### src/rtl/spm_pkg.sv
`timescale 1ns / 1ps
// ----------------------------------------------------------------------------
// spm_pkg
// Shared types and constants of the four channel stereo pan mixer.
// ----------------------------------------------------------------------------
package spm_pkg;

    // shared multiplier operand and product widths
    localparam int MUL_A_W = 32;
    localparam int MUL_B_W = 21;
    localparam int MUL_P_W = MUL_A_W + MUL_B_W;

    localparam int ACC_W = 36;
    localparam int MIX_W = 20;

    localparam logic [15:0] Q15_ONE = 16'd32768;
    localparam logic [14:0] CV_FULL = 15'd20480;

    // floor(x / 5) = (x * DIV5_RECIP) >> DIV5_SHIFT for x < 2^22
    localparam logic [MUL_B_W-1:0] DIV5_RECIP = 21'd838861;
    localparam int DIV5_SHIFT = 22;

    typedef enum logic [4:0] {
        ST_IDLE,
        ST_M_SL,    // sample * level knob
        ST_M_CV,    // * level cv
        ST_DIV_CH,  // / (5 * 2^27) via reciprocal
        ST_DIV_PAN, // channel result out, pan cv * 16 / 5
        ST_PAN,     // pan clamp
        ST_M_L,     // ch * (1 - pan)
        ST_M_R,     // left add, ch * pan
        ST_ACC_R,   // right add
        ST_M_G,     // master knob * master cv
        ST_DIV_G,   // / 20480 via reciprocal
        ST_GAIN,    // master gain register
        ST_M_LO,    // acc low half * g
        ST_M_HI,    // acc high half * g
        ST_SUM,     // combine partial products
        ST_RND,     // round and saturate one side
        ST_OUT      // hand result to the output register
    } t_state;

endpackage

### src/rtl/four_channel_stereo_pan_mixer.sv
`timescale 1ns / 1ps
// ----------------------------------------------------------------------------
// four_channel_stereo_pan_mixer
// Per-channel gain and linear pan into left/right accumulators; on the
// frame's last channel the sums are scaled by the master gain and emitted.
//
//  channel  dir  tdata                                  tuser          tlast
//  s_axis   in   sample, lvl knob, lvl cv, pan knob,    channel_index  frame_end
//                pan cv, mst knob, mst cv (16b each)
//  m_axis   out  channel_out, mix_left, mix_right       tag, mix_valid -
//
// A new item is taken only in ST_IDLE; an item with tlast also runs the
// master gain states. All products go through one registered multiplier
// stepped by the sequencer. Synchronous active-low reset clears the control
// state and both accumulators. The result sits in an output register, so a
// new item is taken while it waits; a second result waits in ST_OUT.
// ----------------------------------------------------------------------------
module four_channel_stereo_pan_mixer (
    input  logic         i_clk,
    input  logic         i_rst_n,
    input  logic         i_s_axis_tvalid,
    output logic         o_s_axis_tready,
    // [15:0] sample, [31:16] level_knob, [47:32] level_cv, [63:48] pan_knob,
    // [79:64] pan_cv, [95:80] master_knob, [111:96] master_cv
    input  logic [111:0] i_s_axis_tdata,
    // [1:0] channel_index
    input  logic [1:0]   i_s_axis_tuser,
    input  logic         i_s_axis_tlast,
    output logic         o_m_axis_tvalid,
    input  logic         i_m_axis_tready,
    // [15:0] channel_out, [35:16] mix_left, [55:36] mix_right
    output logic [55:0]  o_m_axis_tdata,
    // [1:0] channel_tag, [2] mix_valid
    output logic [2:0]   o_m_axis_tuser
);
    import spm_pkg::*;

    t_state r_state, n_state;

    // captured item
    logic [1:0]         r_tag, n_tag;
    logic signed [15:0] r_smp, n_smp;
    logic [15:0]        r_lk, n_lk;
    logic [14:0]        r_lcv, n_lcv;
    logic [15:0]        r_pk, n_pk;
    logic signed [15:0] r_pcv, n_pcv;
    logic [15:0]        r_mk, n_mk;
    logic [14:0]        r_mcv, n_mcv;
    logic               r_last, n_last;

    // working registers
    logic                      r_neg, n_neg;
    logic signed [15:0]        r_ch, n_ch;
    logic [15:0]               r_pan, n_pan;
    logic [16:0]               r_g, n_g;
    logic                      r_side, n_side;
    logic signed [MUL_P_W-1:0] r_wide, n_wide;
    logic signed [ACC_W-1:0]   r_acc_l, n_acc_l;
    logic signed [ACC_W-1:0]   r_acc_r, n_acc_r;
    logic signed [MIX_W-1:0]   r_mix_l, n_mix_l;
    logic signed [MIX_W-1:0]   r_mix_r, n_mix_r;

    // output register
    logic                    r_m_valid, n_m_valid;
    logic [1:0]              r_m_tag, n_m_tag;
    logic signed [15:0]      r_m_ch, n_m_ch;
    logic signed [MIX_W-1:0] r_m_mix_l, n_m_mix_l;
    logic signed [MIX_W-1:0] r_m_mix_r, n_m_mix_r;
    logic                    r_m_mixv, n_m_mixv;

    // multiplier
    logic                      mul_en;
    logic signed [MUL_A_W-1:0] mul_a;
    logic signed [MUL_B_W-1:0] mul_b;
    logic signed [MUL_P_W-1:0] w_prod;

    spm_mul u_mul (
        .i_clk (i_clk),
        .i_en  (mul_en),
        .i_a   (mul_a),
        .i_b   (mul_b),
        .o_p   (w_prod)
    );

    // input field clamps
    logic [15:0]        in_lk, in_pk, in_mk;
    logic signed [15:0] in_lcv_raw, in_mcv_raw;
    logic [14:0]        in_lcv, in_mcv;

    assign in_lk = (i_s_axis_tdata[31:16] > Q15_ONE) ? Q15_ONE : i_s_axis_tdata[31:16];
    assign in_pk = (i_s_axis_tdata[63:48] > Q15_ONE) ? Q15_ONE : i_s_axis_tdata[63:48];
    assign in_mk = (i_s_axis_tdata[95:80] > Q15_ONE) ? Q15_ONE : i_s_axis_tdata[95:80];
    assign in_lcv_raw = $signed(i_s_axis_tdata[47:32]);
    assign in_mcv_raw = $signed(i_s_axis_tdata[111:96]);
    assign in_lcv = in_lcv_raw[15] ? 15'd0 :
                    ((in_lcv_raw[14:0] > CV_FULL) ? CV_FULL : in_lcv_raw[14:0]);
    assign in_mcv = in_mcv_raw[15] ? 15'd0 :
                    ((in_mcv_raw[14:0] > CV_FULL) ? CV_FULL : in_mcv_raw[14:0]);

    // datapath helpers
    logic [MUL_P_W-1:0]        w_mag;
    logic [MUL_P_W-1:0]        w_mag_rnd;
    logic [19:0]               w_tch;
    logic [19:0]               w_q;
    logic signed [15:0]        w_ch;
    logic [15:0]               w_pcv_mag;
    logic [19:0]               w_xp;
    logic signed [21:0]        w_pan_sum;
    logic [15:0]               w_pan;
    logic [MUL_P_W-1:0]        w_u_sum;
    logic [19:0]               w_u;
    logic signed [ACC_W-1:0]   w_acc_sel;
    logic signed [MUL_P_W-1:0] w_rnd_sum;
    logic signed [22:0]        w_rnd;
    logic signed [MIX_W-1:0]   w_mix;
    logic signed [ACC_W-1:0]   w_prod2;

    assign w_mag     = w_prod[MUL_P_W-1] ? MUL_P_W'(-w_prod) : MUL_P_W'(w_prod);
    // magnitude + d/2 with d = 5 * 2^27, then the power-of-two part of d
    assign w_mag_rnd = w_mag + MUL_P_W'(5 * 2**26);
    assign w_tch     = w_mag_rnd[46:27];
    assign w_q       = w_prod[DIV5_SHIFT+19:DIV5_SHIFT];

    always_comb begin
        if (r_neg) begin
            w_ch = $signed(16'(16'd0 - w_q[15:0]));
        end else if (w_q > 20'd32767) begin
            w_ch = 16'sd32767;
        end else begin
            w_ch = $signed(w_q[15:0]);
        end
    end

    assign w_pcv_mag = r_pcv[15] ? 16'(16'd0 - r_pcv) : r_pcv;
    assign w_xp      = {w_pcv_mag, 4'b0000} + 20'd2;
    assign w_pan_sum = $signed({6'b0, r_pk}) +
                       (r_pcv[15] ? -$signed({2'b0, w_q}) : $signed({2'b0, w_q}));
    assign w_pan     = w_pan_sum[21] ? 16'd0 :
                       ((w_pan_sum > $signed({6'b0, Q15_ONE})) ? Q15_ONE : w_pan_sum[15:0]);

    assign w_u_sum   = w_prod + MUL_P_W'(10240);
    assign w_u       = w_u_sum[31:12];

    assign w_acc_sel = r_side ? r_acc_r : r_acc_l;
    assign w_prod2   = {w_prod[ACC_W-2:0], 1'b0};

    // ties away from zero: negative values round with one less bias
    assign w_rnd_sum = r_wide + MUL_P_W'(2**29) - MUL_P_W'(r_wide[MUL_P_W-1]);
    assign w_rnd     = w_rnd_sum[MUL_P_W-1:30];
    assign w_mix     = (w_rnd > 23'sd524287)  ? 20'sd524287 :
                       (w_rnd < -23'sd524288) ? -20'sd524288 : w_rnd[MIX_W-1:0];

    always_ff @(posedge i_clk) begin
        if (!i_rst_n) begin
            r_state   <= ST_IDLE;
            r_m_valid <= 1'b0;
            r_acc_l   <= '0;
            r_acc_r   <= '0;
            r_side    <= 1'b0;
        end else begin
            r_state   <= n_state;
            r_m_valid <= n_m_valid;
            r_acc_l   <= n_acc_l;
            r_acc_r   <= n_acc_r;
            r_side    <= n_side;
        end
    end

    always_ff @(posedge i_clk) begin
        r_tag     <= n_tag;
        r_smp     <= n_smp;
        r_lk      <= n_lk;
        r_lcv     <= n_lcv;
        r_pk      <= n_pk;
        r_pcv     <= n_pcv;
        r_mk      <= n_mk;
        r_mcv     <= n_mcv;
        r_last    <= n_last;
        r_neg     <= n_neg;
        r_ch      <= n_ch;
        r_pan     <= n_pan;
        r_g       <= n_g;
        r_wide    <= n_wide;
        r_mix_l   <= n_mix_l;
        r_mix_r   <= n_mix_r;
        r_m_tag   <= n_m_tag;
        r_m_ch    <= n_m_ch;
        r_m_mix_l <= n_m_mix_l;
        r_m_mix_r <= n_m_mix_r;
        r_m_mixv  <= n_m_mixv;
    end

    always_comb begin
        n_state   = r_state;
        n_tag     = r_tag;
        n_smp     = r_smp;
        n_lk      = r_lk;
        n_lcv     = r_lcv;
        n_pk      = r_pk;
        n_pcv     = r_pcv;
        n_mk      = r_mk;
        n_mcv     = r_mcv;
        n_last    = r_last;
        n_neg     = r_neg;
        n_ch      = r_ch;
        n_pan     = r_pan;
        n_g       = r_g;
        n_side    = r_side;
        n_wide    = r_wide;
        n_acc_l   = r_acc_l;
        n_acc_r   = r_acc_r;
        n_mix_l   = r_mix_l;
        n_mix_r   = r_mix_r;
        n_m_tag   = r_m_tag;
        n_m_ch    = r_m_ch;
        n_m_mix_l = r_m_mix_l;
        n_m_mix_r = r_m_mix_r;
        n_m_mixv  = r_m_mixv;
        n_m_valid = (r_m_valid && i_m_axis_tready) ? 1'b0 : r_m_valid;
        mul_en    = 1'b0;
        mul_a     = '0;
        mul_b     = '0;
        o_s_axis_tready = 1'b0;

        unique case (r_state)
            ST_IDLE: begin
                o_s_axis_tready = 1'b1;
                if (i_s_axis_tvalid) begin
                    n_tag   = i_s_axis_tuser;
                    n_smp   = $signed(i_s_axis_tdata[15:0]);
                    n_lk    = in_lk;
                    n_lcv   = in_lcv;
                    n_pk    = in_pk;
                    n_pcv   = $signed(i_s_axis_tdata[79:64]);
                    n_mk    = in_mk;
                    n_mcv   = in_mcv;
                    n_last  = i_s_axis_tlast;
                    n_state = ST_M_SL;
                end
            end
            ST_M_SL: begin
                mul_en  = 1'b1;
                mul_a   = MUL_A_W'(r_smp);
                mul_b   = $signed({5'b0, r_lk});
                n_state = ST_M_CV;
            end
            ST_M_CV: begin
                mul_en  = 1'b1;
                mul_a   = w_prod[MUL_A_W-1:0];
                mul_b   = $signed({6'b0, r_lcv});
                n_state = ST_DIV_CH;
            end
            ST_DIV_CH: begin
                mul_en  = 1'b1;
                n_neg   = w_prod[MUL_P_W-1];
                mul_a   = $signed({12'b0, w_tch});
                mul_b   = $signed(DIV5_RECIP);
                n_state = ST_DIV_PAN;
            end
            ST_DIV_PAN: begin
                n_ch    = w_ch;
                mul_en  = 1'b1;
                mul_a   = $signed({12'b0, w_xp});
                mul_b   = $signed(DIV5_RECIP);
                n_state = ST_PAN;
            end
            ST_PAN: begin
                n_pan   = w_pan;
                n_state = ST_M_L;
            end
            ST_M_L: begin
                mul_en  = 1'b1;
                mul_a   = MUL_A_W'(r_ch);
                mul_b   = $signed({4'b0, 17'(17'd32768 - {1'b0, r_pan})});
                n_state = ST_M_R;
            end
            ST_M_R: begin
                n_acc_l = r_acc_l + w_prod2;
                mul_en  = 1'b1;
                mul_a   = MUL_A_W'(r_ch);
                mul_b   = $signed({5'b0, r_pan});
                n_state = ST_ACC_R;
            end
            ST_ACC_R: begin
                n_acc_r = r_acc_r + w_prod2;
                n_state = r_last ? ST_M_G : ST_OUT;
            end
            ST_M_G: begin
                mul_en  = 1'b1;
                mul_a   = $signed({16'b0, r_mk});
                mul_b   = $signed({6'b0, r_mcv});
                n_state = ST_DIV_G;
            end
            ST_DIV_G: begin
                mul_en  = 1'b1;
                mul_a   = $signed({12'b0, w_u});
                mul_b   = $signed(DIV5_RECIP);
                n_state = ST_GAIN;
            end
            ST_GAIN: begin
                n_g     = w_q[16:0];
                n_side  = 1'b0;
                n_state = ST_M_LO;
            end
            ST_M_LO: begin
                mul_en  = 1'b1;
                mul_a   = $signed({14'b0, w_acc_sel[17:0]});
                mul_b   = $signed({4'b0, r_g});
                n_state = ST_M_HI;
            end
            ST_M_HI: begin
                n_wide  = w_prod;
                mul_en  = 1'b1;
                // upper half carries the accumulator sign
                mul_a   = MUL_A_W'($signed(w_acc_sel[ACC_W-1:18]));
                mul_b   = $signed({4'b0, r_g});
                n_state = ST_SUM;
            end
            ST_SUM: begin
                n_wide  = $signed({w_prod[MUL_P_W-19:0], 18'b0}) + r_wide;
                n_state = ST_RND;
            end
            ST_RND: begin
                if (r_side) begin
                    n_mix_r = w_mix;
                    n_acc_l = '0;
                    n_acc_r = '0;
                    n_side  = 1'b0;
                    n_state = ST_OUT;
                end else begin
                    n_mix_l = w_mix;
                    n_side  = 1'b1;
                    n_state = ST_M_LO;
                end
            end
            ST_OUT: begin
                if (!r_m_valid || i_m_axis_tready) begin
                    n_m_valid = 1'b1;
                    n_m_tag   = r_tag;
                    n_m_ch    = r_ch;
                    n_m_mix_l = r_last ? r_mix_l : '0;
                    n_m_mix_r = r_last ? r_mix_r : '0;
                    n_m_mixv  = r_last;
                    n_state   = ST_IDLE;
                end
            end
            default: begin
                n_state = ST_IDLE;
            end
        endcase
    end

    assign o_m_axis_tvalid = r_m_valid;
    assign o_m_axis_tdata  = {r_m_mix_r, r_m_mix_l, r_m_ch};
    assign o_m_axis_tuser  = {r_m_mixv, r_m_tag};

endmodule

### src/rtl/spm_mul.sv
`timescale 1ns / 1ps
// ----------------------------------------------------------------------------
// spm_mul
// Shared signed multiplier with a registered product.
// ----------------------------------------------------------------------------
module spm_mul (
    input  logic                                i_clk,
    input  logic                                i_en,
    input  logic signed [spm_pkg::MUL_A_W-1:0]  i_a,
    input  logic signed [spm_pkg::MUL_B_W-1:0]  i_b,
    output logic signed [spm_pkg::MUL_P_W-1:0]  o_p
);
    import spm_pkg::*;

    logic signed [MUL_P_W-1:0] r_p;

    always_ff @(posedge i_clk) begin
        if (i_en) begin
            r_p <= i_a * i_b;
        end
    end

    assign o_p = r_p;

endmodule
### config.mk
export PLATFORM = sky130hd
export DESIGN_NAME = four_channel_stereo_pan_mixer
export DESIGN_NICKNAME = d
export VERILOG_FILES = /design/src/rtl/spm_pkg.sv /design/src/rtl/four_channel_stereo_pan_mixer.sv /design/src/rtl/spm_mul.sv
export SDC_FILE = /design/constraint.sdc
export NUM_CORES = 2
export LEC_CHECK = 0
export BUFFER_PORTS_ARGS = -buffer_cell sky130_fd_sc_hd__buf_2
export CAP_MARGIN = 40
export CORE_UTILIZATION = 25
export DETAILED_ROUTE_END_ITERATION = 8
export GPL_ROUTABILITY_DRIVEN = 0
export HOLD_SLACK_MARGIN = 0.15
export SKIP_CTS_REPAIR_TIMING = 1
export SYNTH_ARGS = -nofsm -noshare
export SYNTH_HDL_FRONTEND = slang
export SYNTH_SLANG_ARGS = --single-unit
### constraint.sdc
create_clock -name i_clk -period 18 [get_ports i_clk]
set_clock_uncertainty 0.2 [all_clocks]
set_input_delay 0.9 -clock i_clk [delete_from_list [all_inputs] [get_ports i_clk]]
set_output_delay 0.9 -clock i_clk [all_outputs]
set_load 0.02 [all_outputs]
# ---- Word level (Yosys, flattened, before mapping)
# Cells that the tools add are included.
dict set report word_totals {
  reg_bits 447
  input_bits 119
  out_inout_bits 61
  elab_cells 125
}
dict set report classes {
  add_sub_neg 14
  multipliers 1
  magnitude_cmp 9
  eq_ne 19
  muxes 29
  bitwise 1
  reduce_logical 22
}
# cell n
set ops {}
lappend ops {{one-hot mux 32 bit (9 select lines)} 1}
lappend ops {{one-hot mux 36 bit (2 select lines)} 2}
lappend ops {{one-hot mux 20 bit (7 select lines)} 1}
lappend ops {{one-hot mux 53 bit (2 select lines)} 1}
lappend ops {{one-hot mux 5 bit (17 select lines)} 1}
lappend ops {{adder 36 bit} 2}
lappend ops {{2-to-1 mux 36 bit} 2}
lappend ops {{2-to-1 mux 16 bit} 4}
lappend ops {{adder 53 x 30 -> 53 bit (second input constant)} 1}
lappend ops {{adder 53 bit} 1}
lappend ops {{multiplier 32 x 21 -> 53 bit} 1}
lappend ops {{subtractor 53 x 1 -> 53 bit} 1}
lappend ops {{greater-than comparator 16 bit (second input constant)} 3}
lappend ops {{adder 47 x 29 -> 47 bit (second input constant)} 1}
lappend ops {{2-to-1 mux 47 bit} 1}
lappend ops {{negator 47 bit} 1}
lappend ops {{equality test 5 x 4 -> 1 bit (second input constant)} 8}
lappend ops {{2-to-1 mux 20 bit} 2}
lappend ops {{adder 32 x 15 -> 32 bit (second input constant)} 1}
lappend ops {{subtractor 1 x 16 -> 16 bit (first input constant)} 2}
lappend ops {{greater-than comparator 15 bit (second input constant)} 2}
lappend ops {{2-to-1 mux 15 bit} 2}
lappend ops {{greater-than comparator 23 x 20 -> 1 bit (second input constant)} 1}
lappend ops {{less-than comparator 23 x 20 -> 1 bit (second input constant)} 1}
lappend ops {{25 further kinds} 52}

# ---- Depth between registers and ports, before layout
dict set report depth {
  ltp_word 5
  ltp_mapped 44
  ltp_nobuf 40
}

# ---- Cells and area by module
# A second synthesis with hierarchy kept.
dict set report unflattened {
  cells_unflattened 5501
  area_unflattened_um2 51728.4
}
# mod instances cells_each area_per_inst_um2 seq_area_each_um2
set by_module_without_submodules {}
lappend by_module_without_submodules {four_channel_stereo_pan_mixer 1 2748 26354.0 11000.6}
lappend by_module_without_submodules {spm_mul 1 2753 25374.3 1591.5}

# ---- Worst setup path after synthesis
# OpenSTA, ideal clock, no wires.
dict set report synth_path {
  path_type {reg2reg}
  startpoint {reg u_mul.r_p[23] (netlist: u_mul.o_p[23])}
  endpoint {reg u_mul.r_p[51] (netlist: u_mul.o_p[51]) (data pin)}
  setup_time_ps 263
  t_arrival_ps 10395
  t_required_ps 17537
  slack_ps 7142
  path_stages_with_launch 43
  n_path_buf 3
  period_less_slack_ps 10858
  cell_sequence {edfxtp_1 buf_2 inv_1 ha_1 nor3b_1 nand3_1 or3_1 o21ai_0 xor2_1 or4_1 buf_2 or4b_1 nor3_1 xor2_1 nor2_1 or2_1 nand2_1 fa_1 [... 7 more ...] fa_1 inv_1 fa_1 inv_1 ha_1 clkbuf_1 a21o_1 a21o_1 a21oi_1 o21ai_0 a31oi_1 o211ai_1 o41ai_1 nor2_1 o21ai_1 nand3_1 a311oi_1 xnor2_1}
}
dict set report synth_between {
  elab_chain_len 5
  elab_cells_between_ends 6
  classes_between {add/sub (3); mul (1); mux (2)}
}
# element line
set synth_rtl {}
lappend synth_rtl {{start: declaration} spm_mul.sv:15} ;# logic signed [MUL_P_W-1:0] r_p;
lappend synth_rtl {{start signal: assignment} spm_mul.sv:19} ;# r_p <= i_a * i_b;
lappend synth_rtl {{negator 47 bit} four_channel_stereo_pan_mixer.sv:118} ;# assign w_mag = w_prod[MUL_P_W-1] ? MUL_P_W'(-w_prod) : MUL_P_W'(w_prod);
lappend synth_rtl {{2-to-1 mux 47 bit} four_channel_stereo_pan_mixer.sv:118}
lappend synth_rtl {{adder 47 x 29 -> 47 bit} four_channel_stereo_pan_mixer.sv:120} ;# assign w_mag_rnd = w_mag + MUL_P_W'(5 * 2**26);
lappend synth_rtl {{one-hot mux 32 bit (9 select lines) (*)} four_channel_stereo_pan_mixer.sv:225} ;# unique case (r_state)
lappend synth_rtl {{multiplier 32 x 21 -> 53 bit (*)} spm_mul.sv:19}
# Every way passes the cells marked *; elsewhere a longest branch is shown, timed or not.
# A chain may end at the register's enable or synchronous reset.

# ---- Worst setup path in the final report
dict set report layout_path {
  startpoint {reg u_mul.r_p[23] (netlist: u_mul.o_p[23])}
  endpoint {reg u_mul.r_p[52] (netlist: u_mul.o_p[52]) (data pin)}
}
# The elaborated chain is that of the path after synthesis.

==> qor.txt <==
Share of cells above drive strength 1 = 7.94%
Die X = 448 µm
Critical Path Start Type = flop
Status = completed
Pwr dens = 119 nW/µm²
1st-iter DRT viols = 4017
Req. time, crit path = 18.18 ns
1st-pass router iterations = 6
Number of I/O pins = 180
Max incr delay on CP = 0.70 ns
Crit path max fanout = 13
Crit. End Element = flop
First-pass GRT wire length = 251 mm
WL final = 167 mm
Area delta synth->final = 12.2%
Ys Warns = 0
Syn Inst Count = 5315
Setup WS post-layout = 5.03 ns
Area share of the largest cell type after synthesis = 24.3%
Total track usage = 16.4%
Antenna Nets Post-Route = 0
DRC viols = 0
Total chip power = 6.66 mW
WP buf/inv = 5
Synth Register Bits = 445
H-tree depth = 2
Commonest non-fill, non-tap cell in the layout = inv_1
Post-synth EDFFs = 368
Clock root buffer = clkbuf_16
Crit Path Category = reg -> reg
Most Frequent Cell on Critical Path = fa_1
Min Hold Slack = 0.213 ns
Slew HR = 31.1%
Final period utilization = 72.1%
Worst reg2reg startpoint = u_mul.o_p[23]
IO buf count = 179
Main synth FF type = edfxtp_1
HP Class = in -> reg
Delay-heaviest family, CP = simple AND/OR/NAND/NOR gates
Final Cell Area = 55800 µm²
Vias in the first global route = 40900
Core ar. = 197000 µm²
Leading area contributor after synthesis = fa_1
CP max stage cell = edfxtp_1
Slew Limit Fails = 0
Setup WS pre-CTS = 5.38 ns
RSZ-0062 raised after global routing = no
Clk_lat worst skew = 0.67 ns
Die Ht = 448 µm
Die ar. = 201000 µm²
Number of setup violations in the final report = 0
CTS buffer count = 50
Worst IR Drop VDD = 0.0822 mV
Post-Syn Area = 49700 µm²
Placed inst area = 54100 µm²
Syn_area_per_cell = 9.35 µm²
Vias/cell = 4.98
Worst-Margin Slew = 1.03 ns
Sink Count = 445
Starting Density = 25.2%
# rows = 163
DP Wirelength = 131 mm
NumNets Final = 6512
Mean routed wirelength per cell = 20.5 µm
Vias = 40500
Static leakage = 24.6 nW
Hold Vio Cnt, Final = 0
F_max = 0.0771 GHz
Longest Clk Path Bufs = 3
Final TNS setup = 0 ns
Most frequent cells in the layout = 829 x inv_1, 603 x fa_1, 576 x nand2_1, 368 x edfxtp_1, 354 x nor2_1
Initial antenna violation count = 16
Post-synthesis sequential area ratio = 25.3%
CTS clk-pin slew, worst paths = 0.07 ns
Post-layout min period = 12.97 ns
Max-cap viol count = 0
Min-delay src = i_s_axis_tdata[11]
Worst EP arrival = 13.15 ns
Top post-synthesis cells by area = fa_1 24%, edfxtp_1 22%, ha_1 8.6%
Origin of the worst setup path = u_mul.o_p[23]
CTS tree = built
Largest net degree at the start of global routing = 81
Synth cell types = 95
Overflow after GRT = 0
Ys async rst share = 0%
path summary, 6_finish.rpt:
path	depth (start not counted)	slack [ns]	endpoint
setup / recovery	38	5.03	u_mul.o_p[52]
setup reg to reg	38	5.03	u_mul.o_p[52]
hold / removal	1	0.21	r_smp[11]
hold reg to reg	0	0.22	r_m_tag[1]
state kept, by name, summed over array words and instances (netlist names), 17 cells and up:
name	cells
u_mul.o_p	53
r_m_mix_l	20
r_m_mix_r	20
r_acc_l	35
r_acc_r	35
r_mix_r	20
r_wide	53
r_mix_l	20
r_g	17
report_power, final:
group          switching (mW)  total [mW]  internal [mW]
Clock                   0.463        1.02          0.560
Combinational            2.58        4.07           1.49
Sequential              0.242        1.57           1.32
Total                    3.28        6.66           3.37
synthesized netlist by cell type (14+ instances only):
library cell  instances
inv_1               829
fa_1                603
nand2_1             576
edfxtp_1            368
nor2_1              358
ha_1                341
a21oi_1             289
o21ai_0             211
clkbuf_1            189
xnor2_1             160
and2_1              143
a21o_1              141
xor2_1              114
nand3_1              94
nor2b_1              82
dfxtp_1              77
nor3_1               53
a22oi_1              48
a31oi_1              46
nand2b_1             35
nand4_1              35
or3_1                33
nor4_1               29
mux2i_1              27
o21a_1               27
o211ai_1             25
and3_1               23
o31ai_1              22
o21bai_1             21
or2_2                20
a211oi_1             16
buf_1                14
metrics by stage:
stage	cells	util (%)
3_3_place_gp	8018	27.3
4_1_cts	8126	28.2
6_report	8137	28.2
5_1_grt	8129	28.2
3_5_place_dp	8034	27.4
2_1_floorplan	5337	-
layer usage:
| layer | vias up | GRT usage, % | wire length [µm] |
|---|---|---|---|
| met2 | 1885 | 26.8 | 75600 |
| met4 | 2 | 6.94 | 8430 |
| met3 | 453 | 2.80 | 14500 |
| met1 | 20200 | 21.4 | 67900 |
| li1 | 18000 | - | - |
| met5 | - | 0 | 13 |
cell type report:
type	count	area (µm²)
Timing Repair Buffer	279	1780
Multi-Input combinational cell	3842	33300
Clock buffer	55	1270
Sequential cell	445	12600
Antenna cell	8	20.0
Fill cell	20900	142000
Inverter	831	3120
Tap cell	2640	3300
Clock inverter	37	345
cell families after synthesis:
| logic type | after synthesis | share of synthesized area [%] |
|---|---|---|
| flip-flops | 445 | 25.3 |
| AO/OA/AOI/OAI | 1018 | 13.3 |
| buffers and inverters | 1050 | 8.03 |
| multiplexers | 36 | 0.861 |
| other | 2 | 0.0151 |
| XOR/XNOR | 275 | 4.86 |
| adder cells (fa/ha/maj) | 944 | 32.9 |
| AND/OR/NAND/NOR | 1545 | 14.7 |
worst reg2reg max path, delay by kind of cell, from the launching register on:
family,cells,cell delay [ns]
adder cells (fa/ha/maj),9,4.13
AND/OR/NAND/NOR,14,4.52
XOR/XNOR,3,0.38
AO/OA/AOI/OAI,7,2.31
flip-flops,1,0.70
buffers and inverters,5,0.48
Note: power is estimated with default switching activity, not from simulation.
